### src/rtl/core/clac_pkg.sv
`timescale 1ns / 1ps

package clac_pkg;

  typedef enum logic [2:0] {
    MODE_UNLOCK    = 3'd0,
    MODE_LOCK      = 3'd1,
    MODE_ERROR     = 3'd2,
    MODE_RUNNING   = 3'd3,
    MODE_UNLOCKING = 3'd4,
    MODE_LOCKING   = 3'd5
  } lock_mode_e;

  typedef enum logic [2:0] {
    CFG_CURRENT_LIMIT = 3'd0,
    CFG_SPEED_LIMIT   = 3'd1,
    CFG_RUN_TICKS     = 3'd2,
    CFG_OWN_NODE      = 3'd3,
    CFG_MASTER_NODE   = 3'd4
  } cfg_idx_e;

  typedef enum logic [2:0] {
    ACK_NONE = 3'd0,
    ACK_RESP = 3'd4,
    ACK_HAVE = 3'd5
  } ack_e;

  typedef enum logic [1:0] {
    LVL_CTRL   = 2'd1,
    LVL_UPDATE = 2'd3
  } level_e;

  localparam int unsigned CfgIdxW  = 3;
  localparam int unsigned CfgDataW = 12;

  localparam logic [7:0] HDR_CTRL    = 8'h80;
  localparam logic [7:0] HDR_QUERY   = 8'h81;
  localparam logic [7:0] CMD_UNLOCK  = 8'hC9;
  localparam logic [7:0] CMD_LOCK    = 8'hCA;
  localparam logic [7:0] CMD_STATUS  = 8'hC0;
  localparam logic [7:0] CMD_VERSION = 8'h01;

  localparam logic [55:0] TAIL_MODE_NORMAL = 56'h02_0000;
  localparam logic [55:0] TAIL_MODE_UPDATE = 56'h01_0000;
  localparam logic [63:0] VERSION_REPLY    = 64'h0200_0101;

  localparam logic [7:0] FLAG_RPM   = 8'h02;
  localparam logic [7:0] FLAG_MOTOR = 8'h04;

  localparam logic [3:0] LEN_SHORT = 4'd6;
  localparam logic [3:0] LEN_FULL  = 4'd8;

  localparam logic [11:0] CURRENT_LIMIT_RST = 12'd24;
  localparam logic [7:0]  SPEED_LIMIT_RST   = 8'd15;
  localparam logic [7:0]  RUN_TICKS_RST     = 8'd20;
  localparam logic [5:0]  OWN_NODE_RST      = 6'd9;
  localparam logic [5:0]  MASTER_NODE_RST   = 6'd1;

  typedef struct packed {
    logic        func;
    logic [28:0] frame_id;
    logic [63:0] payload;
    logic [11:0] adc_sample;
    logic        lock_switch;
    logic [7:0]  axle_rpm;
  } in_item_t;

  typedef struct packed {
    logic        tx_valid;
    logic [28:0] tx_id;
    logic [3:0]  tx_len;
    logic [63:0] tx_payload;
    logic        motor_a;
    logic        motor_b;
    logic        reset_request;
    logic [2:0]  lock_status;
  } out_item_t;

  typedef struct packed {
    logic [11:0] current_limit;
    logic [7:0]  speed_limit;
    logic [7:0]  run_ticks;
    logic [5:0]  own_node;
    logic [5:0]  master_node;
  } cfg_t;

  typedef struct packed {
    lock_mode_e  mode;
    logic [7:0]  err_flags;
    logic [7:0]  tick;
    logic        timer_on;
    logic        drive_a;
    logic        drive_b;
  } state_t;

  function automatic logic [63:0] report(input logic [7:0] b0, input logic [7:0] b1,
                                         input logic [7:0] b2, input logic [7:0] flags);
    report = {32'h0, flags, b2, b1, b0};
  endfunction

  function automatic logic [7:0] status_byte(input lock_mode_e mode);
    case (mode)
      MODE_LOCK:   status_byte = 8'h00;
      MODE_UNLOCK: status_byte = 8'h01;
      default:     status_byte = 8'h02;
    endcase
  endfunction

endpackage

### src/rtl/core/clac_cfg_regs.sv
`timescale 1ns / 1ps

module clac_cfg_regs
  import clac_pkg::*;
(
  input  logic                clk_i,
  input  logic                rst_ni,
  input  logic                cfg_we_i,
  input  logic [CfgIdxW-1:0]  cfg_idx_i,
  input  logic [CfgDataW-1:0] cfg_data_i,
  output cfg_t                cfg_o
);

  cfg_t cfg_d, cfg_q;

  always_comb begin
    cfg_d = cfg_q;
    if (cfg_we_i) begin
      case (cfg_idx_e'(cfg_idx_i))
        CFG_CURRENT_LIMIT: cfg_d.current_limit = cfg_data_i;
        CFG_SPEED_LIMIT:   cfg_d.speed_limit   = cfg_data_i[7:0];
        CFG_RUN_TICKS:     cfg_d.run_ticks     = cfg_data_i[7:0];
        CFG_OWN_NODE:      cfg_d.own_node      = cfg_data_i[5:0];
        CFG_MASTER_NODE:   cfg_d.master_node   = cfg_data_i[5:0];
        default:           cfg_d = cfg_q;
      endcase
    end
  end

  always_ff @(posedge clk_i or negedge rst_ni) begin
    if (!rst_ni) begin
      cfg_q.current_limit <= CURRENT_LIMIT_RST;
      cfg_q.speed_limit   <= SPEED_LIMIT_RST;
      cfg_q.run_ticks     <= RUN_TICKS_RST;
      cfg_q.own_node      <= OWN_NODE_RST;
      cfg_q.master_node   <= MASTER_NODE_RST;
    end else begin
      cfg_q <= cfg_d;
    end
  end

  assign cfg_o = cfg_q;

endmodule

### src/rtl/core/clac_step.sv
`timescale 1ns / 1ps

module clac_step
  import clac_pkg::*;
(
  input  in_item_t  item_i,
  input  state_t    st_i,
  input  cfg_t      cfg_i,
  output state_t    st_o,
  output out_item_t res_o
);

  logic [2:0]  ack;
  logic [5:0]  dest;
  logic [5:0]  src;
  logic [7:0]  b0;
  logic [7:0]  b1;
  logic [55:0] tail;
  logic        mine;
  logic [7:0]  tick_inc;
  logic        over;
  logic        unl;
  logic        snd;
  logic [1:0]  lvl;
  logic [2:0]  tx_ack;
  logic [63:0] bytes;
  logic        len8;
  logic        rst_req;
  logic [7:0]  b2;
  state_t      st_d;

  assign ack      = item_i.frame_id[19:17];
  assign dest     = item_i.frame_id[11:6];
  assign src      = item_i.frame_id[5:0];
  assign b0       = item_i.payload[7:0];
  assign b1       = item_i.payload[15:8];
  assign tail     = item_i.payload[63:8];
  assign mine     = (src == cfg_i.master_node) && (dest == cfg_i.own_node);
  assign tick_inc = st_i.tick + 8'd1;
  assign over     = item_i.adc_sample > cfg_i.current_limit;
  assign unl      = (st_i.mode == MODE_UNLOCKING);

  always_comb begin
    st_d    = st_i;
    snd     = 1'b0;
    lvl     = LVL_CTRL;
    tx_ack  = ACK_NONE;
    bytes   = '0;
    len8    = 1'b0;
    rst_req = 1'b0;
    b2      = 8'h00;
    if (!item_i.func) begin
      if (mine && ack == ACK_HAVE) begin
        if (b0 == HDR_CTRL && b1 == CMD_UNLOCK) begin
          if (st_i.mode == MODE_UNLOCK) begin
            snd   = 1'b1;
            bytes = report(8'h00, CMD_UNLOCK, 8'h00, st_i.err_flags);
          end else begin
            st_d.drive_a  = 1'b1;
            st_d.drive_b  = 1'b0;
            st_d.mode     = MODE_UNLOCKING;
            st_d.timer_on = 1'b1;
          end
        end else if (b0 == HDR_CTRL && b1 == CMD_LOCK) begin
          if (item_i.axle_rpm > cfg_i.speed_limit) begin
            st_d.err_flags = st_i.err_flags | FLAG_RPM;
            snd   = 1'b1;
            bytes = report(8'h00, CMD_LOCK, status_byte(st_i.mode), st_d.err_flags);
          end else if (st_i.mode == MODE_LOCK) begin
            snd   = 1'b1;
            bytes = report(8'h00, CMD_LOCK, 8'h00, st_i.err_flags);
          end else begin
            st_d.drive_a  = 1'b0;
            st_d.drive_b  = 1'b1;
            st_d.mode     = MODE_LOCKING;
            st_d.timer_on = 1'b1;
          end
        end else if (b0 == HDR_QUERY && b1 == CMD_STATUS) begin
          snd   = 1'b1;
          bytes = report(8'h01, CMD_STATUS, status_byte(st_i.mode), st_i.err_flags);
        end else if (b0 == HDR_QUERY && tail == TAIL_MODE_NORMAL) begin
          snd    = 1'b1;
          lvl    = LVL_UPDATE;
          tx_ack = ACK_RESP;
          bytes  = item_i.payload;
          len8   = 1'b1;
        end else if (b0 == HDR_QUERY && tail == TAIL_MODE_UPDATE) begin
          snd     = 1'b1;
          lvl     = LVL_UPDATE;
          tx_ack  = ACK_RESP;
          bytes   = item_i.payload;
          len8    = 1'b1;
          rst_req = 1'b1;
        end
      end else if (mine && ack == ACK_NONE) begin
        if (b0 == HDR_QUERY && b1 == CMD_VERSION) begin
          snd   = 1'b1;
          lvl   = LVL_UPDATE;
          bytes = VERSION_REPLY;
          len8  = 1'b1;
        end
      end
    end else if (st_i.timer_on) begin
      st_d.tick = tick_inc;
      if (tick_inc == cfg_i.run_ticks) begin
        st_d.timer_on = 1'b0;
        st_d.drive_a  = 1'b0;
        st_d.drive_b  = 1'b0;
        st_d.tick     = '0;
        if (st_i.mode == MODE_UNLOCKING || st_i.mode == MODE_LOCKING) begin
          if (over) begin
            st_d.mode      = MODE_ERROR;
            st_d.err_flags = st_i.err_flags | FLAG_MOTOR;
          end else begin
            st_d.err_flags = st_i.err_flags & ~FLAG_MOTOR;
          end
          if (unl) begin
            if (!item_i.lock_switch) begin
              b2        = 8'h01;
              st_d.mode = MODE_UNLOCK;
            end else begin
              st_d.mode = MODE_LOCK;
            end
          end else if (item_i.lock_switch) begin
            st_d.mode = MODE_LOCK;
          end else begin
            b2 = 8'h02;
          end
          snd   = 1'b1;
          bytes = report(8'h00, unl ? CMD_UNLOCK : CMD_LOCK, b2, st_d.err_flags);
        end
      end
    end
  end

  always_comb begin
    res_o = '0;
    if (snd) begin
      res_o.tx_valid   = 1'b1;
      res_o.tx_id      = {1'b0, lvl, 1'b1, 5'd0, tx_ack, 5'd0,
                          cfg_i.master_node, cfg_i.own_node};
      res_o.tx_len     = len8 ? LEN_FULL : LEN_SHORT;
      res_o.tx_payload = len8 ? bytes : {16'h0, bytes[47:0]};
    end
    res_o.motor_a       = st_d.drive_a;
    res_o.motor_b       = st_d.drive_b;
    res_o.reset_request = rst_req;
    res_o.lock_status   = st_d.mode;
  end

  assign st_o = st_d;

endmodule

### src/rtl/core/can_lock_actuator_controller_top.sv
`timescale 1ns / 1ps
// An input beat goes through the input register and the result register to the output.
// Throughput: one item per cycle while out_ready_i is high; a stalled result beat is held.
// Decode, state update and frame build are done in one pass between the two registers.
// Reset: async active low; lock state unlocked, flags, tick count and motor drive cleared,
// configuration registers back to their defaults.

module can_lock_actuator_controller_top
  import clac_pkg::*;
(
  input  logic                clk_i,
  input  logic                rst_ni,
  input  logic                in_valid_i,
  output logic                in_ready_o,
  input  in_item_t            in_data_i,
  output logic                out_valid_o,
  input  logic                out_ready_i,
  output out_item_t           out_data_o,
  input  logic                cfg_we_i,
  input  logic [CfgIdxW-1:0]  cfg_idx_i,
  input  logic [CfgDataW-1:0] cfg_data_i
);

  cfg_t      cfg;
  in_item_t  item_q;
  logic      item_vld_q, item_vld_d;
  out_item_t res_d, res_q;
  logic      res_vld_q, res_vld_d;
  state_t    st_q, st_d;
  logic      adv;

  clac_cfg_regs u_cfg (
    .clk_i      (clk_i),
    .rst_ni     (rst_ni),
    .cfg_we_i   (cfg_we_i),
    .cfg_idx_i  (cfg_idx_i),
    .cfg_data_i (cfg_data_i),
    .cfg_o      (cfg)
  );

  clac_step u_step (
    .item_i (item_q),
    .st_i   (st_q),
    .cfg_i  (cfg),
    .st_o   (st_d),
    .res_o  (res_d)
  );

  assign adv        = item_vld_q && (!res_vld_q || out_ready_i);
  assign in_ready_o = !item_vld_q || adv;
  assign item_vld_d = in_ready_o ? in_valid_i : item_vld_q;
  assign res_vld_d  = adv ? 1'b1 : (res_vld_q && !out_ready_i);

  always_ff @(posedge clk_i or negedge rst_ni) begin
    if (!rst_ni) begin
      item_vld_q <= 1'b0;
      res_vld_q  <= 1'b0;
      st_q       <= '{mode: MODE_UNLOCK, err_flags: 8'h00, tick: 8'h00,
                      timer_on: 1'b0, drive_a: 1'b0, drive_b: 1'b0};
    end else begin
      item_vld_q <= item_vld_d;
      res_vld_q  <= res_vld_d;
      if (adv) begin
        st_q <= st_d;
      end
    end
  end

  always_ff @(posedge clk_i) begin
    if (in_valid_i && in_ready_o) begin
      item_q <= in_data_i;
    end
    if (adv) begin
      res_q <= res_d;
    end
  end

  assign out_valid_o = res_vld_q;
  assign out_data_o  = res_q;

  a_drive_excl: assert property (@(posedge clk_i) disable iff (!rst_ni)
    !(st_q.drive_a && st_q.drive_b))
    else $error("both motor lines driven");

  a_timer_run: assert property (@(posedge clk_i) disable iff (!rst_ni)
    st_q.timer_on |-> ((st_q.mode == MODE_UNLOCKING || st_q.mode == MODE_LOCKING) &&
                       (st_q.drive_a != st_q.drive_b)))
    else $error("timer running without a motor run");

  a_timer_off: assert property (@(posedge clk_i) disable iff (!rst_ni)
    !st_q.timer_on |-> (!st_q.drive_a && !st_q.drive_b))
    else $error("motor driven with timer stopped");

  a_tx_len: assert property (@(posedge clk_i) disable iff (!rst_ni)
    (res_vld_q && res_q.tx_valid) |-> (res_q.tx_len == LEN_SHORT || res_q.tx_len == LEN_FULL))
    else $error("bad frame length");

  a_rst_req: assert property (@(posedge clk_i) disable iff (!rst_ni)
    (res_vld_q && res_q.reset_request) |-> (res_q.tx_valid && res_q.tx_len == LEN_FULL))
    else $error("reset request without mode echo");

endmodule

### config.mk
export PLATFORM = sky130hd
export DESIGN_NAME = can_lock_actuator_controller_top
export DESIGN_NICKNAME = d
export VERILOG_FILES = /design/src/rtl/core/clac_pkg.sv /design/src/rtl/core/clac_cfg_regs.sv /design/src/rtl/core/clac_step.sv /design/src/rtl/core/can_lock_actuator_controller_top.sv
export SDC_FILE = /design/constraint.sdc
export NUM_CORES = 1
export LEC_CHECK = 0
export ABC_AREA = 0
export BUFFER_PORTS_ARGS = -buffer_cell sky130_fd_sc_hd__buf_2
export CAP_MARGIN = 20
export CORE_ASPECT_RATIO = 0.7
export CORE_UTILIZATION = 35
export CTS_CLUSTER_SIZE = 40
export DETAILED_ROUTE_END_ITERATION = 6
export SYNTH_ARGS = -nofsm -noshare
export SYNTH_HDL_FRONTEND = slang
export SYNTH_SLANG_ARGS = --single-unit
### constraint.sdc
create_clock -name clk_i -period 7.88 [get_ports clk_i]
set_input_delay 0.394 -clock clk_i [delete_from_list [all_inputs] [get_ports clk_i]]
set_output_delay 0.394 -clock clk_i [all_outputs]
set_load 0.02 [all_outputs]
; ---- After elaboration in Yosys (flattened, before gate mapping)
; Cells that the tools add are included.
[op_classes]
n_addsub = 1
multipliers = 0
div_mod_pow = 0
order_cmp = 2
eq_ne = 26
n_shift = 0
n_mux = 84
bitwise = 2
n_reduce_logical = 39
[op_table]
columns = operator, count
row1 = 64-bit two-way mux, 11
row2 = 32-bit two-way mux, 4
row3 = 98-bit two-way mux, 1
row4 = 3-bit two-way mux, 22
row5 = 56-bit by 17-bit == test with 1-bit output (second input constant), 1
row6 = 56-bit by 18-bit == test with 1-bit output (second input constant), 1
row7 = 11-bit two-way mux, 4
row8 = 22-bit two-way mux, 2
row9 = 8-bit == test (second input constant), 5
row10 = 26-bit two-way mux, 1
row11 = 2-bit two-way mux, 12
row12 = 1-bit two-way mux, 23
row13 = 8-bit two-way mux, 2
row14 = 3-bit == test (second input constant), 4
row15 = 6-bit == test, 2
row16 = 12-bit greater-than comparator, 1
row17 = 1-bit logical AND, 12
row18 = 2-bit AND reduction, 6
row19 = 6-bit OR reduction, 2
row20 = 3-bit logical NOT, 3
row21 = 8-bit by 1-bit adder with 8-bit output (second input constant), 1
row22 = 8-bit by 1-bit == test with 1-bit output (second input constant), 1
row23 = 8-bit == test, 1
row24 = 8-bit greater-than comparator, 1
row25 = 19 further kinds, 31
[word_totals]
reg_bits = 274
latchBits = 0
ramBits = 0
mem_bits_ro = 0
in_bits = 135
out_inout_bits = 106
word_cells = 187
memories = 0

; ---- Longest topological paths before layout
; Gate-level depths: netlist (run 1).
[depth]
ltp_word = 11
ltp_mapped = 11
ltp_nobuf = 9

; ---- Modules after synthesis
; From an unflattened synthesis (run 1), not the netlist that was laid out.
[unflattened]
cells_unflattened = 771
area_unflattened_um2 = 11997.8
[by_module_without_submodules]
columns = module, n_inst, cells_each, area_per_inst_um2, seq_area_each_um2
row1 = can_lock_actuator_controller_top, 1, 274, 7573.5, 7176.9
row2 = clac_step, 1, 408, 2844.0, 0.0
row3 = clac_cfg_regs, 1, 89, 1580.3, 1014.7

; ---- Least setup slack after synthesis (run 1)
; Ideal clock, no wire load.
[synth_path]
kind = register to register
startpoint = register res_vld_q (netlist: out_valid_o)
endpoint = register item_q[0] in the netlist's numbering, enable pin
setup_time_ns = 0.471
t_arrival_ns = 3.111
required_time_ns = 7.409
slack_ns = 4.298
path_stages_with_launch = 3
n_path_buf = 0
period_less_slack_ns = 3.582
cell_sequence = dfrtp_1 nand3b_1 and2_1
[synth_between]
elab_chain_len = 5
[synth_rtl]
columns = item, line
row1 = start: declaration, can_lock_actuator_controller_top.sv:28  ; logic res_vld_q, res_vld_d;
row2 = start signal: assignment, can_lock_actuator_controller_top.sv:62  ; res_vld_q <= res_vld_d;
row3 = 1-bit logical NOT, can_lock_actuator_controller_top.sv:49  ; assign adv = item_vld_q && (!res_vld_q || out_ready_i);
row4 = 1-bit logical OR, can_lock_actuator_controller_top.sv:49
row5 = 1-bit logical AND, can_lock_actuator_controller_top.sv:49
row6 = 1-bit logical OR, can_lock_actuator_controller_top.sv:50  ; assign in_ready_o = !item_vld_q || adv;
row7 = via in_ready_o, can_lock_actuator_controller_top.sv:14  ; output logic in_ready_o,
row8 = 1-bit logical AND, can_lock_actuator_controller_top.sv:70  ; if (in_valid_i && in_ready_o) begin
row9 = end signal: assignment, can_lock_actuator_controller_top.sv:71  ; item_q <= in_data_i;
row10 = end: declaration, can_lock_actuator_controller_top.sv:25  ; in_item_t item_q;
; The timed path passes the listed nets, and every way through them passes these cells.
; A chain may end at the register's enable or synchronous reset.

; ---- Worst setup path after layout (run 1)
[layout_path]
startpoint = register st_q[3] in the netlist's numbering
endpoint = register res_q (netlist bit out_data_o[74]) (data pin)
[layout_between]
elab_chain_len = 5
[layout_rtl]
columns = item, line
row1 = start: declaration, can_lock_actuator_controller_top.sv:29  ; state_t st_q, st_d;
row2 = start signal: assignment, can_lock_actuator_controller_top.sv:58  ; st_q <= '{mode: MODE_UNLOCK, err_flags: 8'h00, tick: 8'h00,
row3 = start signal: assignment, can_lock_actuator_controller_top.sv:64  ; st_q <= st_d;
row4 = 8-bit by 1-bit adder with 8-bit output, clac_step.sv:39  ; assign tick_inc = st_i.tick + 8'd1;
row5 = 8-bit == test, clac_step.sv:105  ; if (tick_inc == cfg_i.run_ticks) begin
row6 = 1-bit two-way mux, clac_step.sv:105
row7 = 1-bit two-way mux, clac_step.sv:103  ; end else if (st_i.timer_on) begin
row8 = 1-bit two-way mux, clac_step.sv:52  ; if (!item_i.func) begin
row9 = end signal: assignment, can_lock_actuator_controller_top.sv:74  ; res_q <= res_d;
row10 = end: declaration, can_lock_actuator_controller_top.sv:27  ; out_item_t res_d, res_q;
; No other way between the ends.

==> flow_summary.html, run 1 <==
<table>
<tr><th>Metric</th><th>Value</th></tr>
<tr><th colspan="2">Run status</th></tr>
<tr><td>Status</td><td>finished, final reports clean</td></tr>
<tr><th colspan="2">Yosys</th></tr>
<tr><td>Share of flip-flops with an asynchronous set or reset after synthesis</td><td>a little under a quarter</td></tr>
<tr><td>Post-synthesis mux area share</td><td>2.78%</td></tr>
<tr><td>Dominant combinational cell family by area after synthesis</td><td>simple AND/OR/NAND/NOR gates</td></tr>
<tr><td>Area share of fa/ha/maj cells after synthesis</td><td>2.59%</td></tr>
<tr><td>Post-synth EDFFs</td><td>189</td></tr>
<tr><td>Cells after Synth</td><td>699</td></tr>
<tr><td>Library cell with the highest instance count after synthesis</td><td>edfxtp_1</td></tr>
<tr><td>Distinct cells, synth</td><td>between 70 and 80</td></tr>
<tr><td>Ys Warns</td><td>0</td></tr>
<tr><td>Post-synthesis compound-gate area fraction</td><td>7.96%</td></tr>
<tr><td>Cell taking the most area after synthesis</td><td>edfxtp_1</td></tr>
<tr><td>Share of synthesized area occupied by flip-flops and latches</td><td>between 70 and 80%</td></tr>
<tr><td>Top cells by area, synth</td><td>edfxtp_1, dfrtp_1, dfstp_2, mux2_2, ha_1</td></tr>
<tr><td>List of most frequent post-synthesis cells</td><td>edfxtp_1, dfrtp_1, nand2_1</td></tr>
<tr><td>Synthesized area</td><td>10,100 sq um</td></tr>
<tr><td>Area fraction of the dominant cell type after synthesis</td><td>56.0%</td></tr>
<tr><td>Seq cells post-synth</td><td>247</td></tr>
<tr><td>Main synth FF type</td><td>edfxtp_1</td></tr>
<tr><td>Xor/xnor share of the synthesized area</td><td>approximately 2%</td></tr>
<tr><td>Post-synthesis average cell area</td><td>about 15 sq um</td></tr>
<tr><td>Simple-Gate Fraction of Synth Area</td><td>between 10 and 15%</td></tr>
<tr><th colspan="2">STA</th></tr>
<tr><td>Final period utilization</td><td>41.6%</td></tr>
<tr><td>Max Freq</td><td>305 MHz</td></tr>
<tr><td>RSZ-0062 raised after global routing</td><td>false</td></tr>
<tr><td>Headroom to the max-slew limit</td><td>a little over a third</td></tr>
<tr><td>Hold violation total from the final report</td><td>0</td></tr>
<tr><td>Setup violators final</td><td>0</td></tr>
<tr><td>Time the final worst path needs with I/O delays and setup</td><td>3280 ps</td></tr>
<tr><td>Count of final max-slew check failures</td><td>0</td></tr>
<tr><td>Setup skew after layout</td><td>25.5 ps</td></tr>
<tr><td>Setup_tns</td><td>0 ps</td></tr>
<tr><td>Slew at the pin with the worst max-slew slack</td><td>954 ps</td></tr>
<tr><th colspan="2">Clock tree</th></tr>
<tr><td>Total clock sinks</td><td>roughly 250</td></tr>
<tr><td># hold bufs at CTS</td><td>2</td></tr>
<tr><td>Postcts setup bufs</td><td>0</td></tr>
<tr><td>Cell at the root of the clock tree</td><td>clkbuf_16</td></tr>
<tr><td>Number of buffers inserted during clock tree synthesis</td><td>25</td></tr>
<tr><td>Clock-pin slew reported for the worst setup and hold paths after clock tree synthesis</td><td>60 ps</td></tr>
<tr><td>Largest buffer count on any clock path</td><td>3</td></tr>
<tr><td>Number of gates resized after CTS</td><td>0</td></tr>
<tr><td>Level count of the clock H-tree</td><td>1</td></tr>
<tr><td>TritonCTS clock tree</td><td>yes</td></tr>
<tr><td>Skew-Pair Late Insertion Delay</td><td>about 540 ps</td></tr>
<tr><th colspan="2">Placement</th></tr>
<tr><td>Final weighted congestion of routability-driven global placement</td><td>0.824</td></tr>
<tr><td>Dpl hpwl</td><td>15,500 um</td></tr>
<tr><td>Number of buffer cells added on primary ports</td><td>212</td></tr>
<tr><th colspan="2">GRT</th></tr>
<tr><td>Via count of the first global-routing pass</td><td>between 5,000 and 6,000</td></tr>
<tr><td>Leftover overflow at the end of global routing</td><td>0</td></tr>
<tr><td>Initial antenna violation count</td><td>3</td></tr>
<tr><td>Maximum number of pins on one net before global-route repair</td><td>86</td></tr>
<tr><td>First-pass GRT wire length</td><td>roughly 33,000 um</td></tr>
<tr><td>Global-route total usage across every layer</td><td>14.6%</td></tr>
<tr><th colspan="2">Cells and area</th></tr>
<tr><td>Growth of design area from synthesis to finish</td><td>25.2%</td></tr>
<tr><td>Final Util</td><td>45.1%</td></tr>
<tr><td>Number of nets in the layout</td><td>1,135</td></tr>
<tr><td>Share of final-layout standard cells stronger than drive strength 1</td><td>31.7%</td></tr>
<tr><th colspan="2">Setup path</th></tr>
<tr><td>Worst-path maximum fanout</td><td>16</td></tr>
<tr><td>Required time at the worst-slack endpoint</td><td>about 8300 ps</td></tr>
<tr><td>Type of origin of the critical path</td><td>flop</td></tr>
<tr><td>Number of buffer and inverter stages on the critical path</td><td>0</td></tr>
<tr><td>Register-to-Register Path Depth</td><td>8</td></tr>
<tr><td>Setup Crit Path Kind</td><td>reg2reg</td></tr>
<tr><td>Worst EP arrival</td><td>3690 ps</td></tr>
<tr><td>Internal reg-to-reg setup slack</td><td>4600 ps</td></tr>
<tr><td>Cell chain of the critical path</td><td>ha_1, nand3_4, o21a_1, or4_4, a2111oi_4, nand3_1, o31a_4, and2b_1</td></tr>
<tr><td>Critical path capture point type</td><td>flop</td></tr>
<tr><td>Maximum cell stage delay along the critical path</td><td>~500 ps</td></tr>
<tr><td>Critical-path top delay cell</td><td>nand3_1</td></tr>
<tr><td>Family with the most delay on the worst path</td><td>simple AND/OR/NAND/NOR gates</td></tr>
<tr><td>Critical Path Stages</td><td>8</td></tr>
<tr><th colspan="2">Detailed routing</th></tr>
<tr><td>Wire per inst</td><td>16.1 um</td></tr>
<tr><td>Sum of routed wire length over all layers</td><td>22,000 um</td></tr>
<tr><td>Antenna viol nets, final</td><td>0</td></tr>
<tr><td>Iteration-0 DRC count of the detailed router</td><td>428</td></tr>
<tr><td>Total vias in the final route</td><td>between 6,000 and 7,000</td></tr>
<tr><td>Remaining routing DRC violations</td><td>0</td></tr>
<tr><td>Via density per instance</td><td>4.67</td></tr>
<tr><td>Drt first pass iters</td><td>5</td></tr>
<tr><th colspan="2">Die</th></tr>
<tr><td>Area enclosed by the die boundary</td><td>29,700 sq um</td></tr>
<tr><td>Initial cell density of the core</td><td>36.0%</td></tr>
<tr><td>Area of the core</td><td>28,100 sq um</td></tr>
<tr><td>Horizontal die dimension</td><td>between 200 and 250 um</td></tr>
<tr><td>Rows</td><td>slightly above 50</td></tr>
<tr><td>Number of primary I/O pins</td><td>241</td></tr>
<tr><td>Die height</td><td>144 um</td></tr>
<tr><th colspan="2">Flow run</th></tr>
<tr><td>Max-cap violations</td><td>0</td></tr>
<tr><th colspan="2">Power and ir drop</th></tr>
<tr><td>P_sw</td><td>0.773 mW</td></tr>
<tr><td>Leakage dissipation</td><td>around 5.1 nW</td></tr>
<tr><td>IR Drop Worst-Case VDD</td><td>0.000162 V</td></tr>
<tr><td>Fraction of power consumed by combinational cells</td><td>10.9%</td></tr>
<tr><td>Cell-internal power</td><td>~2.4 mW</td></tr>
<tr><td>Total power consumption of the routed design</td><td>3.20 mW</td></tr>
<tr><td>Proportion of power drawn by the clock network</td><td>39.3%</td></tr>
<tr><td>PwrDens</td><td>252 nW/um^2</td></tr>
<tr><td>Reg power frac</td><td>49.7%</td></tr>
<tr><td>Net switching share of the total power</td><td>24.1%</td></tr>
<tr><th colspan="2">Worst hold path</th></tr>
<tr><td>Path type of the worst min-delay path</td><td>in2async</td></tr>
</table>
-- power groups by stage --
stage | registers, mW | clock network (mW) | logic [mW]
floorplan | 1.65 | 0 | 0.195
global placement | 1.62 | 0 | 0.342
detailed placement | 1.62 | 0 | 0.347
CTS | 1.59 | 1.30 | 0.349
global route | 1.60 | 1.35 | 0.391
finish | 1.59 | 1.26 | 0.350
-- worst paths after layout --
check	from	to
setup / recovery	st_q[3]	out_data_o[74]
hold / removal	rst_ni	u_cfg.cfg_o[24]
setup reg to reg	st_q[3]	out_data_o[74]
hold reg to reg	u_cfg.cfg_o[21]	u_cfg.cfg_o[21]
max in group asynchronous	rst_ni	st_q[9]
min in group clk_i	in_data_i[93]	item_q[93]
-- layout by cell type (no fill, tap or decap), types with 4 or more instances in the layout --
| master | Yosys | routed |
|---|---|---|
| buf_2 | 2 | 212 |
| o31ai_1 | 6 | 6 |
| ha_1 | 21 | 21 |
| nor3_1 | 22 | 22 |
| clkbuf_1 | 12 | 4 |
| a211oi_1 | 4 | 4 |
| nor4_1 | 19 | 19 |
| a22o_1 | 4 | 4 |
| conb_1 | 1 | 66 |
| dfrtp_1 | 47 | 47 |
| nand2_1 | 45 | 45 |
| edfxtp_1 | 189 | 189 |
| bufinv_16 | 0 | 5 |
| nand4_1 | 8 | 8 |
| xor2_1 | 12 | 12 |
| nor2b_1 | 14 | 14 |
| o21ai_0 | 39 | 39 |
| clkinv_1 | 0 | 4 |
| dlygate4sd3_1 | 0 | 5 |
| nor2b_2 | 6 | 6 |
| a21oi_1 | 16 | 16 |
| nand3_1 | 18 | 18 |
| nor2_1 | 26 | 26 |
| xnor2_1 | 11 | 11 |
| buf_4 | 19 | 4 |
| and4_1 | 5 | 5 |
| nand2b_1 | 7 | 7 |
| mux2_2 | 24 | 24 |
| o22ai_1 | 6 | 6 |
| inv_1 | 31 | 30 |
| dfstp_2 | 11 | 11 |
| o211ai_1 | 6 | 6 |
| clkbuf_16 | 0 | 25 |
-- per-stage QoR --
step | hold WS, ps | std cells | cell area [sq um] | setup slack [ps]
floorplan | 98.4 | 764 | 10400 | 4300
global placement | 465 | 1317 | 11700 | 4690
detailed placement | 498 | 1317 | 11700 | 4690
CTS | 0.834 | 1365 | 12600 | 4650
global route | 0.135 | 1369 | 12700 | 4460
finish | 19.5 | 1370 | 12700 | 4600
-- final cells by class --
cell class	count	area (sq um)
diodes	1	2.50
clock buffers	29	641
clock inverters	17	235
fillers	2535	15400
inverters	31	118
multi-input cells	452	2930
flip-flops and latches	247	7140
well taps	371	464
repair buffers	222	1170
-- per-layer routing --
layer / GRT usage [%] / part of all wire, % / vias to the layer above
met4: 2.88 / 1.6 / 4
met3: 3.74 / 7.1 / 30
li1: - / - / 3132
met1: 22.7 / 50 / 3000
met5: 0 / 0.10 / -
met2: 20.3 / 41 / 228
-- cell families after synthesis --
family,after synthesis
flip-flops,247
AND/OR/NAND/NOR,200
AO/OA/AOI/OAI,117
buffers and inverters,65
multiplexers,25
XOR/XNOR,23
adder cells (fa/ha/maj),21
other,1
-- worst register-to-register path, cell delays in order, from the launching register on --
cell and delay [ps]:
dfrtp_1 410, ha_1 310, nand3_4 140, o21a_1 220, or4_4 490, a2111oi_4 430
nand3_1 500, o31a_4 390, and2b_1 250
-- state kept, by name (all words and copies together), names as in the netlist --
| register | count |
|---|---|
| out_data_o | 88 |
| u_cfg.cfg_o | 40 |
| item_vld_q | 1 |
| item_q | 101 |
| st_q | 16 |
| out_valid_o | 1 |
(Power assumes the default switching activity.)
==> inputs of run 2 (changes only) <==
--- a/config.mk
+++ b/config.mk
@@ -5,7 +5,7 @@
 export SDC_FILE = /design/constraint.sdc
 export NUM_CORES = 1
 export LEC_CHECK = 0
-export ABC_AREA = 0
+export ABC_AREA = 1
 export BUFFER_PORTS_ARGS = -buffer_cell sky130_fd_sc_hd__buf_2
 export CAP_MARGIN = 20
 export CORE_ASPECT_RATIO = 0.7
==> constraint.sdc (replaced) <==
create_clock -name clk_i -period 2.8 [get_ports clk_i]
set_input_delay 0.14 -clock clk_i [delete_from_list [all_inputs] [get_ports clk_i]]
set_output_delay 0.14 -clock clk_i [all_outputs]
set_load 0.02 [all_outputs]
==> run 2 against run 1 <==
Sequential power grew to 2.9 times the previous value; largest cell class unchanged; largest power group unchanged; via count is 13% higher; register-to-register slack worse by 4300 ps; non-clock buffer count is 117 higher; worst setup slack worse by 4300 ps; critical endpoint is now out_data_o[75]; power grew to 3.2 times the previous value; synthesized cell count is 22% higher; utilization is 4.5 points higher; critical path depth is 6 higher; final area is 10% higher.
==> flow_summary.html, run 2 <==
<table>
<tr><th>Metric</th><th>Value</th></tr>
<tr><th colspan="2">Setup path</th></tr>
<tr><td>Cell chain of the critical path</td><td>inv_1, ha_1, a21oi_1, o21ai_0, nand2_1, nand3_1, nand2_1, nand3_1, nand3_1, nand2_1, nand2_1, nand2_4, inv_4, nor2_1 (was ha_1, nand3_4, o21a_1, or4_4, a2111oi_4, nand3_1, o31a_4, and2b_1)</td></tr>
<tr><td>Register-to-Register Path Depth</td><td>14 (was 8)</td></tr>
<tr><td>Worst EP arrival</td><td>2800 ps (was 3690 ps)</td></tr>
<tr><td>Critical-path top delay cell</td><td>dfstp_2 (was nand3_1)</td></tr>
<tr><td>Type of origin of the critical path</td><td>flop (unchanged)</td></tr>
<tr><td>Capturing point of the worst reg2reg path</td><td>out_data_o[75] (was out_data_o[74])</td></tr>
<tr><td>Internal reg-to-reg setup slack</td><td>280 ps (was 4600 ps)</td></tr>
<tr><td>Cell repeated most along the worst path</td><td>nand2_1</td></tr>
<tr><td>Maximum cell stage delay along the critical path</td><td>530 ps (was 500 ps)</td></tr>
<tr><td>Worst-path maximum fanout</td><td>15 (was 16)</td></tr>
<tr><td>Setup Crit Path Kind</td><td>reg2reg (unchanged)</td></tr>
<tr><td>Required time at the worst-slack endpoint</td><td>3070 ps (was 8290 ps)</td></tr>
<tr><td>Critical path capture point type</td><td>flop (unchanged)</td></tr>
<tr><td>Start of the worst register-to-register path</td><td>u_cfg.cfg_o[23] (was st_q[3])</td></tr>
<tr><th colspan="2">Yosys</th></tr>
<tr><td>List of most frequent post-synthesis cells</td><td>edfxtp_1, nand2_1, inv_1 (was edfxtp_1, dfrtp_1, nand2_1)</td></tr>
<tr><td>Top cells by area, synth</td><td>edfxtp_1, dfrtp_1, nand2_1, inv_1, dfstp_2 (was edfxtp_1, dfrtp_1, dfstp_2, mux2_2, ha_1)</td></tr>
<tr><td>Synthesized area</td><td>10,200 sq um (was 10,100 sq um)</td></tr>
<tr><td>Seq cells post-synth</td><td>247 (unchanged)</td></tr>
<tr><td>Share of flip-flops with an asynchronous set or reset after synthesis</td><td>23.5% (unchanged)</td></tr>
<tr><td>Cells after Synth</td><td>854 (was 699)</td></tr>
<tr><td>Main synth FF type</td><td>edfxtp_1 (unchanged)</td></tr>
<tr><td>Ys Warns</td><td>0 (unchanged)</td></tr>
<tr><td>Post-synth EDFFs</td><td>189 (unchanged)</td></tr>
<tr><td>Area fraction of the dominant cell type after synthesis</td><td>55.8% (was 56.0%)</td></tr>
<tr><td>Distinct cells, synth</td><td>39 (was 75)</td></tr>
<tr><td>Post-synthesis average cell area</td><td>11.9 sq um (was 14.5 sq um)</td></tr>
<tr><td>Share of synthesized area occupied by flip-flops and latches</td><td>70.2% (was 70.4%)</td></tr>
<tr><td>Cell taking the most area after synthesis</td><td>edfxtp_1 (unchanged)</td></tr>
<tr><td>Library cell with the highest instance count after synthesis</td><td>edfxtp_1 (unchanged)</td></tr>
<tr><th colspan="2">Cells and area</th></tr>
<tr><td>Leading cell type in the layout, fill and taps excluded</td><td>buf_2 (unchanged)</td></tr>
<tr><td>Growth of design area from synthesis to finish</td><td>37.6% (was 25.2%)</td></tr>
<tr><td>Non-Filler Cell Area, Final</td><td>14,000 sq um (was 12,700 sq um)</td></tr>
<tr><td>Number of nets in the layout</td><td>1,418 (was 1,135)</td></tr>
<tr><td>Share of final-layout standard cells stronger than drive strength 1</td><td>24.3% (was 31.7%)</td></tr>
<tr><td>Non-filler cells in the finished layout</td><td>1,653 (was 1,370)</td></tr>
<tr><td>Fillcell total</td><td>2,508 (was 2,535)</td></tr>
<tr><td>Most frequent cells in the layout</td><td>buf_2, edfxtp_1, nand2_1 (was buf_2, edfxtp_1, conb_1)</td></tr>
<tr><td>Register name with the most flops</td><td>item_q (unchanged)</td></tr>
<tr><td>Largest register FFs</td><td>101 (unchanged)</td></tr>
<tr><td>Final Util</td><td>49.6% (was 45.1%)</td></tr>
<tr><th colspan="2">Clock tree</th></tr>
<tr><td>TritonCTS clock tree</td><td>yes (unchanged)</td></tr>
<tr><td>Total clock sinks</td><td>247 (unchanged)</td></tr>
<tr><td>Number of gates resized after CTS</td><td>0 (unchanged)</td></tr>
<tr><td>Largest buffer count on any clock path</td><td>3 (unchanged)</td></tr>
<tr><td>Cell at the root of the clock tree</td><td>clkbuf_16 (unchanged)</td></tr>
<tr><td>Level count of the clock H-tree</td><td>1 (unchanged)</td></tr>
<tr><td>Number of buffers inserted during clock tree synthesis</td><td>26 (was 25)</td></tr>
<tr><td>Skew-Pair Late Insertion Delay</td><td>540 ps (about the same)</td></tr>
<tr><td>Clock-pin slew reported for the worst setup and hold paths after clock tree synthesis</td><td>60 ps (about the same)</td></tr>
<tr><th colspan="2">GRT</th></tr>
<tr><td>Global-route total usage across every layer</td><td>15.8% (was 14.6%)</td></tr>
<tr><td>Initial antenna violation count</td><td>0 (was 3)</td></tr>
<tr><td>Via count of the first global-routing pass</td><td>6,944 (was 5,923)</td></tr>
<tr><td>First-pass GRT wire length</td><td>36,100 um (was 33,300 um)</td></tr>
<tr><td>Leftover overflow at the end of global routing</td><td>0 (unchanged)</td></tr>
<tr><td>Maximum number of pins on one net before global-route repair</td><td>73 (was 86)</td></tr>
<tr><th colspan="2">Power and ir drop</th></tr>
<tr><td>PwrDens</td><td>721 nW/um^2 (was 252 nW/um^2)</td></tr>
<tr><td>Leakage dissipation</td><td>6.19 nW (was 5.06 nW)</td></tr>
<tr><td>IR Drop Worst-Case VDD</td><td>0.000430 V (was 0.000162 V)</td></tr>
<tr><th colspan="2">Die</th></tr>
<tr><td>Area enclosed by the die boundary</td><td>29,800 sq um (was 29,700 sq um)</td></tr>
<tr><td>Number of primary I/O pins</td><td>241 (unchanged)</td></tr>
<tr><td>Die height</td><td>145 um (was 144 um)</td></tr>
<tr><td>Horizontal die dimension</td><td>206 um (was 205 um)</td></tr>
<tr><td>Rows</td><td>51 (unchanged)</td></tr>
<tr><td>Area of the core</td><td>28,200 sq um (was 28,100 sq um)</td></tr>
<tr><td>Initial cell density of the core</td><td>36.1% (was 36.0%)</td></tr>
<tr><th colspan="2">STA</th></tr>
<tr><td>Setup violators final</td><td>0 (unchanged)</td></tr>
<tr><td>Slew at the pin with the worst max-slew slack</td><td>795 ps (was 954 ps)</td></tr>
<tr><td>Count of final max-slew check failures</td><td>0 (unchanged)</td></tr>
<tr><td>Max Freq</td><td>396 MHz (was 305 MHz)</td></tr>
<tr><td>RSZ-0062 raised after global routing</td><td>false (unchanged)</td></tr>
<tr><td>Headroom to the max-slew limit</td><td>47.0% (was 35.9%)</td></tr>
<tr><td>Final period utilization</td><td>90.1% (was 41.6%)</td></tr>
<tr><td>Time the final worst path needs with I/O delays and setup</td><td>2520 ps (was 3280 ps)</td></tr>
<tr><td>Crit path setup slack, layout</td><td>277 ps (was 4600 ps)</td></tr>
<tr><td>Setup_tns</td><td>0 ps (unchanged)</td></tr>
<tr><td>Setup skew after layout</td><td>18.9 ps (was 25.5 ps)</td></tr>
<tr><td>Hold violation total from the final report</td><td>0 (unchanged)</td></tr>
<tr><th colspan="2">Placement</th></tr>
<tr><td>Worst slack after detailed placement</td><td>272 ps (was 4690 ps)</td></tr>
<tr><td>Final weighted congestion of routability-driven global placement</td><td>0.891 (was 0.824)</td></tr>
<tr><td>Post-DP Area</td><td>11,900 sq um (was 11,700 sq um)</td></tr>
<tr><td>Number of buffer cells added on primary ports</td><td>212 (unchanged)</td></tr>
<tr><td>Placed insts</td><td>1,487 (was 1,317)</td></tr>
<tr><td>Dpl hpwl</td><td>15,900 um (was 15,500 um)</td></tr>
<tr><th colspan="2">Run status</th></tr>
<tr><td>Status</td><td>finished, final reports clean (unchanged)</td></tr>
<tr><th colspan="2">Detailed routing</th></tr>
<tr><td>Total vias in the final route</td><td>7,232 (was 6,394)</td></tr>
<tr><td>Remaining routing DRC violations</td><td>0 (unchanged)</td></tr>
<tr><td>Wire per inst</td><td>14.1 um (was 16.1 um)</td></tr>
<tr><td>Sum of routed wire length over all layers</td><td>23,300 um (was 22,000 um)</td></tr>
<tr><td>Iteration-0 DRC count of the detailed router</td><td>397 (was 428)</td></tr>
<tr><td>Via density per instance</td><td>4.38 (was 4.67)</td></tr>
<tr><td>Drt first pass iters</td><td>5 (unchanged)</td></tr>
<tr><td>Antenna viol nets, final</td><td>0 (unchanged)</td></tr>
<tr><th colspan="2">Worst hold path</th></tr>
<tr><td>Min-Delay Path Depth</td><td>3</td></tr>
<tr><td>Min-delay src</td><td>cfg_idx_i[0]</td></tr>
<tr><td>Path type of the worst min-delay path</td><td>in2reg (was in2async)</td></tr>
<tr><td>Min-Delay Endpoint</td><td>u_cfg.cfg_o[9]</td></tr>
<tr><th colspan="2">Flow run</th></tr>
<tr><td>Max-cap violations</td><td>0 (unchanged)</td></tr>
</table>
## run 2: changes by cell type after synthesis, sizes merged, moves of 20 or more
cell,before,now
nor2b,20,0
mux2,25,0
nand2,45,185
inv,31,109
nor2,27,91
nand3,19,53
## run 2: worst max-delay path: cells and delay by family, from the launching register on
| family | cells | cell delay, ps |
|---|---|---|
| fa+ha+maj | 1 | 290 |
| buf+inv | 2 | 330 |
| compound gates | 2 | 230 |
| flops | 1 | 530 |
| simple gates | 9 | 850 |
## run 2: worst max path at each step
stage / depth (start not counted) / slack (ps) / end / start
2_1_floorplan: 3 / 100 / item_q[0] / out_valid_o
3_3_place_gp: 14 / 350 / out_data_o[75] / u_cfg.cfg_o[23]
3_5_place_dp: 14 / 270 / out_data_o[75] / u_cfg.cfg_o[23]
4_1_cts: 14 / 250 / out_data_o[75] / u_cfg.cfg_o[23]
5_1_grt: 14 / 40 / out_data_o[75] / u_cfg.cfg_o[23]
6_report: 14 / 280 / out_data_o[75] / u_cfg.cfg_o[23]
## run 2: timing repair
item                      in CTS  in global routing
hold endpoints to repair     175                  0
buffers inserted               0                  0
hold buffers                 118                  0
## run 2: where the power goes
group          switching (mW)  internal, mW
combinational            1.01         0.616
clock                    1.47          2.31
sequential              0.244          4.44
## run 2: cell type report
class / count / area, sq um / share of cell area [%]
diodes: 1 / 2.50 / 0.0179
clock buffers: 29 / 683 / 4.88
clock inverters: 18 / 256 / 1.83
inverters: 111 / 425 / 3.04
multi-input cells: 537 / 2690 / 19.2
flip-flops and latches: 247 / 7140 / 51.0
well taps: 371 / 464 / 3.32
repair buffers: 339 / 2330 / 16.7
## run 2: cell families (layout without fill, tap and decap cells)
kind of cell / count (synthesis) / count (layout) / synth area share [%]
xor+xnor: 14 / 14 / 1.34
simple gates: 360 / 360 / 16.2
flops: 247 / 247 / 70.2
fa+ha+maj: 21 / 21 / 2.58
other cells: 1 / 67 / 0.0369
buf+inv: 135 / 497 / 5.77
compound gates: 76 / 76 / 3.89
## run 2: stage by stage
stage,total power [mW],hold slack (ps)
floorplan,5.76,-156
global placement,6.20,316
detailed placement,6.25,318
CTS,10.2,95.1
global route,10.6,158
finish,10.1,128
## run 2: metal layers
layer  routed length, um  up-vias  track usage (%)
met5                   0        -                0
met4                 466        0             3.82
met3                1250       35             3.31
met2               10300      187             24.2
met1               11400     3392             22.8
li1                    -     3618                -
==> inputs of run 3 (changes only) <==
--- a/config.mk
+++ b/config.mk
@@ -12,6 +12,7 @@
 export CORE_UTILIZATION = 35
 export CTS_CLUSTER_SIZE = 40
 export DETAILED_ROUTE_END_ITERATION = 6
+export HOLD_SLACK_MARGIN = 0.15
 export SYNTH_ARGS = -nofsm -noshare
 export SYNTH_HDL_FRONTEND = slang
 export SYNTH_SLANG_ARGS = --single-unit
==> run 3 against run 2 <==
First-iteration DRC count is 10% higher; final area is 0.27% higher; non-clock buffer count is 4 higher; combinational power hardly changed; sequential cell count stayed put; sequential share of layout area is 0.14 points lower; via count is 0.11% higher; critical path depth stayed put; largest power group unchanged.
==> flow_summary.html, run 3 (synthesis gave the netlist of run 2 again) <==
<table>
<tr><th>Metric</th><th>Value</th></tr>
<tr><th colspan="2">Clock tree</th></tr>
<tr><td>Clock-pin slew reported for the worst setup and hold paths after clock tree synthesis</td><td>60 ps (about the same)</td></tr>
<tr><td>Postcts setup bufs</td><td>0 (unchanged)</td></tr>
<tr><td>Level count of the clock H-tree</td><td>1 (unchanged)</td></tr>
<tr><td>Cell at the root of the clock tree</td><td>clkbuf_16 (unchanged)</td></tr>
<tr><td>Number of buffers inserted during clock tree synthesis</td><td>26 (unchanged)</td></tr>
<tr><td>Largest buffer count on any clock path</td><td>3 (unchanged)</td></tr>
<tr><td>Total clock sinks</td><td>247 (unchanged)</td></tr>
<tr><td>TritonCTS clock tree</td><td>yes (unchanged)</td></tr>
<tr><td>Skew-Pair Late Insertion Delay</td><td>550 ps (was 540 ps)</td></tr>
<tr><th colspan="2">Setup path</th></tr>
<tr><td>Maximum cell stage delay along the critical path</td><td>540 ps (was 530 ps)</td></tr>
<tr><td>Capturing point of the worst reg2reg path</td><td>out_data_o[76] (was out_data_o[75])</td></tr>
<tr><td>Internal reg-to-reg setup slack</td><td>260 ps (was 280 ps)</td></tr>
<tr><td>Start of the worst register-to-register path</td><td>u_cfg.cfg_o[23] (unchanged)</td></tr>
<tr><td>Cell repeated most along the worst path</td><td>nand2_1 (unchanged)</td></tr>
<tr><td>Register-to-Register Path Depth</td><td>14 (unchanged)</td></tr>
<tr><td>Setup Crit Path Kind</td><td>reg2reg (unchanged)</td></tr>
<tr><td>Critical path capture point type</td><td>flop (unchanged)</td></tr>
<tr><td>Required time at the worst-slack endpoint</td><td>3070 ps (about the same)</td></tr>
<tr><td>Worst EP arrival</td><td>2820 ps (was 2800 ps)</td></tr>
<tr><td>Type of origin of the critical path</td><td>flop (unchanged)</td></tr>
<tr><td>Critical-path top delay cell</td><td>dfstp_2 (unchanged)</td></tr>
<tr><td>Worst-path maximum fanout</td><td>15 (unchanged)</td></tr>
<tr><td>Cell chain of the critical path</td><td>inv_1, ha_1, a21oi_1, o21ai_0, nand2_1, nand3_1, nand2_1, nand3_1, nand3_1, nand2_1, nand2_1, nand2_4, inv_4, nor2_1 (unchanged)</td></tr>
<tr><th colspan="2">Detailed routing</th></tr>
<tr><td>Wire per inst</td><td>14.2 um (was 14.1 um)</td></tr>
<tr><td>Drt first pass iters</td><td>6 (was 5)</td></tr>
<tr><td>Total vias in the final route</td><td>7,240 (was 7,232)</td></tr>
<tr><td>Via density per instance</td><td>4.37 (was 4.38)</td></tr>
<tr><td>Sum of routed wire length over all layers</td><td>23,500 um (was 23,300 um)</td></tr>
<tr><td>Remaining routing DRC violations</td><td>0 (unchanged)</td></tr>
<tr><td>Antenna viol nets, final</td><td>0 (unchanged)</td></tr>
<tr><td>Iteration-0 DRC count of the detailed router</td><td>438 (was 397)</td></tr>
<tr><th colspan="2">Power and ir drop</th></tr>
<tr><td>Reg power frac</td><td>46.4% (about the same)</td></tr>
<tr><td>P_sw</td><td>2.73 mW (was 2.72 mW)</td></tr>
<tr><td>Proportion of power drawn by the clock network</td><td>37.4% (was 37.5%)</td></tr>
<tr><td>Total power consumption of the routed design</td><td>10.1 mW (about the same)</td></tr>
<tr><td>PwrDens</td><td>720 nW/um^2 (was 721 nW/um^2)</td></tr>
<tr><td>Cell-internal power</td><td>7.38 mW (was 7.37 mW)</td></tr>
<tr><td>IR Drop Worst-Case VDD</td><td>0.000430 V (about the same)</td></tr>
<tr><td>Leakage dissipation</td><td>6.20 nW (was 6.19 nW)</td></tr>
<tr><td>Fraction of power consumed by combinational cells</td><td>16.2% (was 16.1%)</td></tr>
<tr><td>Net switching share of the total power</td><td>27.0% (about the same)</td></tr>
<tr><th colspan="2">Run status</th></tr>
<tr><td>Status</td><td>finished, final reports clean (unchanged)</td></tr>
<tr><th colspan="2">STA</th></tr>
<tr><td>Setup violators final</td><td>0 (unchanged)</td></tr>
<tr><td>Final period utilization</td><td>90.8% (was 90.1%)</td></tr>
<tr><td>Count of final max-slew check failures</td><td>0 (unchanged)</td></tr>
<tr><td>Setup skew after layout</td><td>19.5 ps (was 18.9 ps)</td></tr>
<tr><td>Max Freq</td><td>393 MHz (was 396 MHz)</td></tr>
<tr><td>Hold violation total from the final report</td><td>0 (unchanged)</td></tr>
<tr><td>Setup_tns</td><td>0 ps (unchanged)</td></tr>
<tr><td>Time the final worst path needs with I/O delays and setup</td><td>2540 ps (was 2520 ps)</td></tr>
<tr><td>Slew at the pin with the worst max-slew slack</td><td>797 ps (was 795 ps)</td></tr>
<tr><td>Headroom to the max-slew limit</td><td>46.9% (was 47.0%)</td></tr>
<tr><td>RSZ-0062 raised after global routing</td><td>false (unchanged)</td></tr>
<tr><th colspan="2">Die</th></tr>
<tr><td>Horizontal die dimension</td><td>206 um (unchanged)</td></tr>
<tr><td>Initial cell density of the core</td><td>36.1% (unchanged)</td></tr>
<tr><td>Rows</td><td>51 (unchanged)</td></tr>
<tr><td>Area enclosed by the die boundary</td><td>29,800 sq um (unchanged)</td></tr>
<tr><td>Die height</td><td>145 um (unchanged)</td></tr>
<tr><td>Number of primary I/O pins</td><td>241 (unchanged)</td></tr>
<tr><td>Area of the core</td><td>28,200 sq um (unchanged)</td></tr>
<tr><th colspan="2">Cells and area</th></tr>
<tr><td>Reg area</td><td>7140 sq um (unchanged)</td></tr>
<tr><td>Register name with the most flops</td><td>item_q (unchanged)</td></tr>
<tr><td>Fillcell total</td><td>2,501 (was 2,508)</td></tr>
<tr><td>Growth of design area from synthesis to finish</td><td>38.0% (was 37.6%)</td></tr>
<tr><td>Share of final-layout standard cells stronger than drive strength 1</td><td>24.2% (was 24.3%)</td></tr>
<tr><td>Number of nets in the layout</td><td>1,422 (was 1,418)</td></tr>
<tr><td>Combined area of the multi-input logic cells</td><td>2690 sq um (unchanged)</td></tr>
<tr><td>Leading cell type in the layout, fill and taps excluded</td><td>buf_2 (unchanged)</td></tr>
<tr><td>N_diodes</td><td>0 (was 1)</td></tr>
<tr><td>Most frequent cells in the layout</td><td>buf_2, edfxtp_1, nand2_1 (unchanged)</td></tr>
<tr><td>Non-Filler Cell Area, Final</td><td>14,000 sq um (about the same)</td></tr>
<tr><td>Largest register FFs</td><td>101 (unchanged)</td></tr>
<tr><th colspan="2">Placement</th></tr>
<tr><td>Final weighted congestion of routability-driven global placement</td><td>0.891 (unchanged)</td></tr>
<tr><td>Number of buffer cells added on primary ports</td><td>212 (unchanged)</td></tr>
<tr><td>Post-DP Area</td><td>11,900 sq um (unchanged)</td></tr>
<tr><td>Dpl hpwl</td><td>15,900 um (unchanged)</td></tr>
<tr><th colspan="2">Worst hold path</th></tr>
<tr><td>Min-Delay Endpoint</td><td>item_q[50] (was u_cfg.cfg_o[9])</td></tr>
<tr><td>Min-delay src</td><td>in_data_i[50] (was cfg_idx_i[0])</td></tr>
<tr><td>Min-Delay Path Depth</td><td>2 (was 3)</td></tr>
<tr><td>Path type of the worst min-delay path</td><td>in2reg (unchanged)</td></tr>
<tr><th colspan="2">GRT</th></tr>
<tr><td>Leftover overflow at the end of global routing</td><td>0 (unchanged)</td></tr>
<tr><td>Gr busiest metal</td><td>met2 (unchanged)</td></tr>
<tr><td>First-pass GRT wire length</td><td>36,300 um (was 36,100 um)</td></tr>
<tr><td>Fraction of met1 tracks used by global routing</td><td>22.8% (about the same)</td></tr>
<tr><td>Global-route total usage across every layer</td><td>15.9% (was 15.8%)</td></tr>
<tr><td>Maximum number of pins on one net before global-route repair</td><td>73 (unchanged)</td></tr>
<tr><td>GR Util met3</td><td>3.36% (was 3.31%)</td></tr>
<tr><td>Initial antenna violation count</td><td>1 (was 0)</td></tr>
<tr><td>Met2 track demand over resource</td><td>24.3% (was 24.2%)</td></tr>
<tr><td>Via count of the first global-routing pass</td><td>6,987 (was 6,944)</td></tr>
<tr><th colspan="2">Flow run</th></tr>
<tr><td>Max-cap violations</td><td>0 (unchanged)</td></tr>
</table>
==> run 3: cell count changes in the layout (fill, tap and decap cells not counted), sizes merged <==
cell         previous run  this run
diode                   1         0
dlygate4sd3           118       122
==> run 3: per-layer routing <==
metal	up-vias	part of all wire, %
met3	37	5.5
met2	210	44
li1	3627	-
met4	0	2.2
met1	3366	49
met5	-	0
==> run 3: how the worst max path moves through the flow <==
stage               slack, ps  cells past startpoint            start        endpoint
global placement          350                     14  u_cfg.cfg_o[23]  out_data_o[75]
floorplan                 100                      3      out_valid_o       item_q[0]
global route               40                     14  u_cfg.cfg_o[23]  out_data_o[75]
CTS                       250                     14  u_cfg.cfg_o[23]  out_data_o[75]
finish                    260                     14  u_cfg.cfg_o[23]  out_data_o[76]
detailed placement        270                     14  u_cfg.cfg_o[23]  out_data_o[75]
==> run 3: layout make-up <==
cell class,instances,area share (%)
Inverter,111,3.03
Clock buffer,29,4.87
Tap cell,371,3.31
Multi-Input combinational cell,537,19.2
Clock inverter,18,1.83
Sequential cell,247,50.9
Timing Repair Buffer,343,16.9
==> run 3: through the flow <==
stage / hold slack (ps) / worst slack, ps / std cells / utilization, %
after detailed placement: 318 / 272 / 1487 / 42.1
after CTS: 278 / 254 / 1656 / 49.8
after global routing: 295 / 40.0 / 1656 / 49.8
after floorplan: -156 / 95.3 / 919 / -
final: 309 / 257 / 1656 / 49.8
after global placement: 316 / 346 / 1487 / 42.1
==> run 3: power groups by stage <==
| stage | Clock [mW] | Sequential [mW] | Combinational, mW |
|---|---|---|---|
| 2_1_floorplan | 0 | 4.87 | 0.889 |
| 4_1_cts | 3.88 | 4.69 | 1.63 |
| 3_5_place_dp | 0 | 4.76 | 1.49 |
| 5_1_grt | 4.01 | 4.74 | 1.86 |
| 3_3_place_gp | 0 | 4.75 | 1.45 |
| 6_report | 3.78 | 4.69 | 1.63 |
==> run 3: worst max-delay path: cells and delay by family, from the launching register on <==
| family | cells | cell delay [ps] |
|---|---|---|
| fa+ha+maj | 1 | 300 |
| flops | 1 | 540 |
| buf+inv | 2 | 320 |
| compound gates | 2 | 230 |
| simple gates | 9 | 850 |
==> run 3: timing repair <==
| item | 4_1_cts | 5_1_grt |
|---|---|---|
| hold buffers | 122 | 0 |
| hold endpoints to repair | 190 | 0 |
| resized for setup | 0 | 0 |
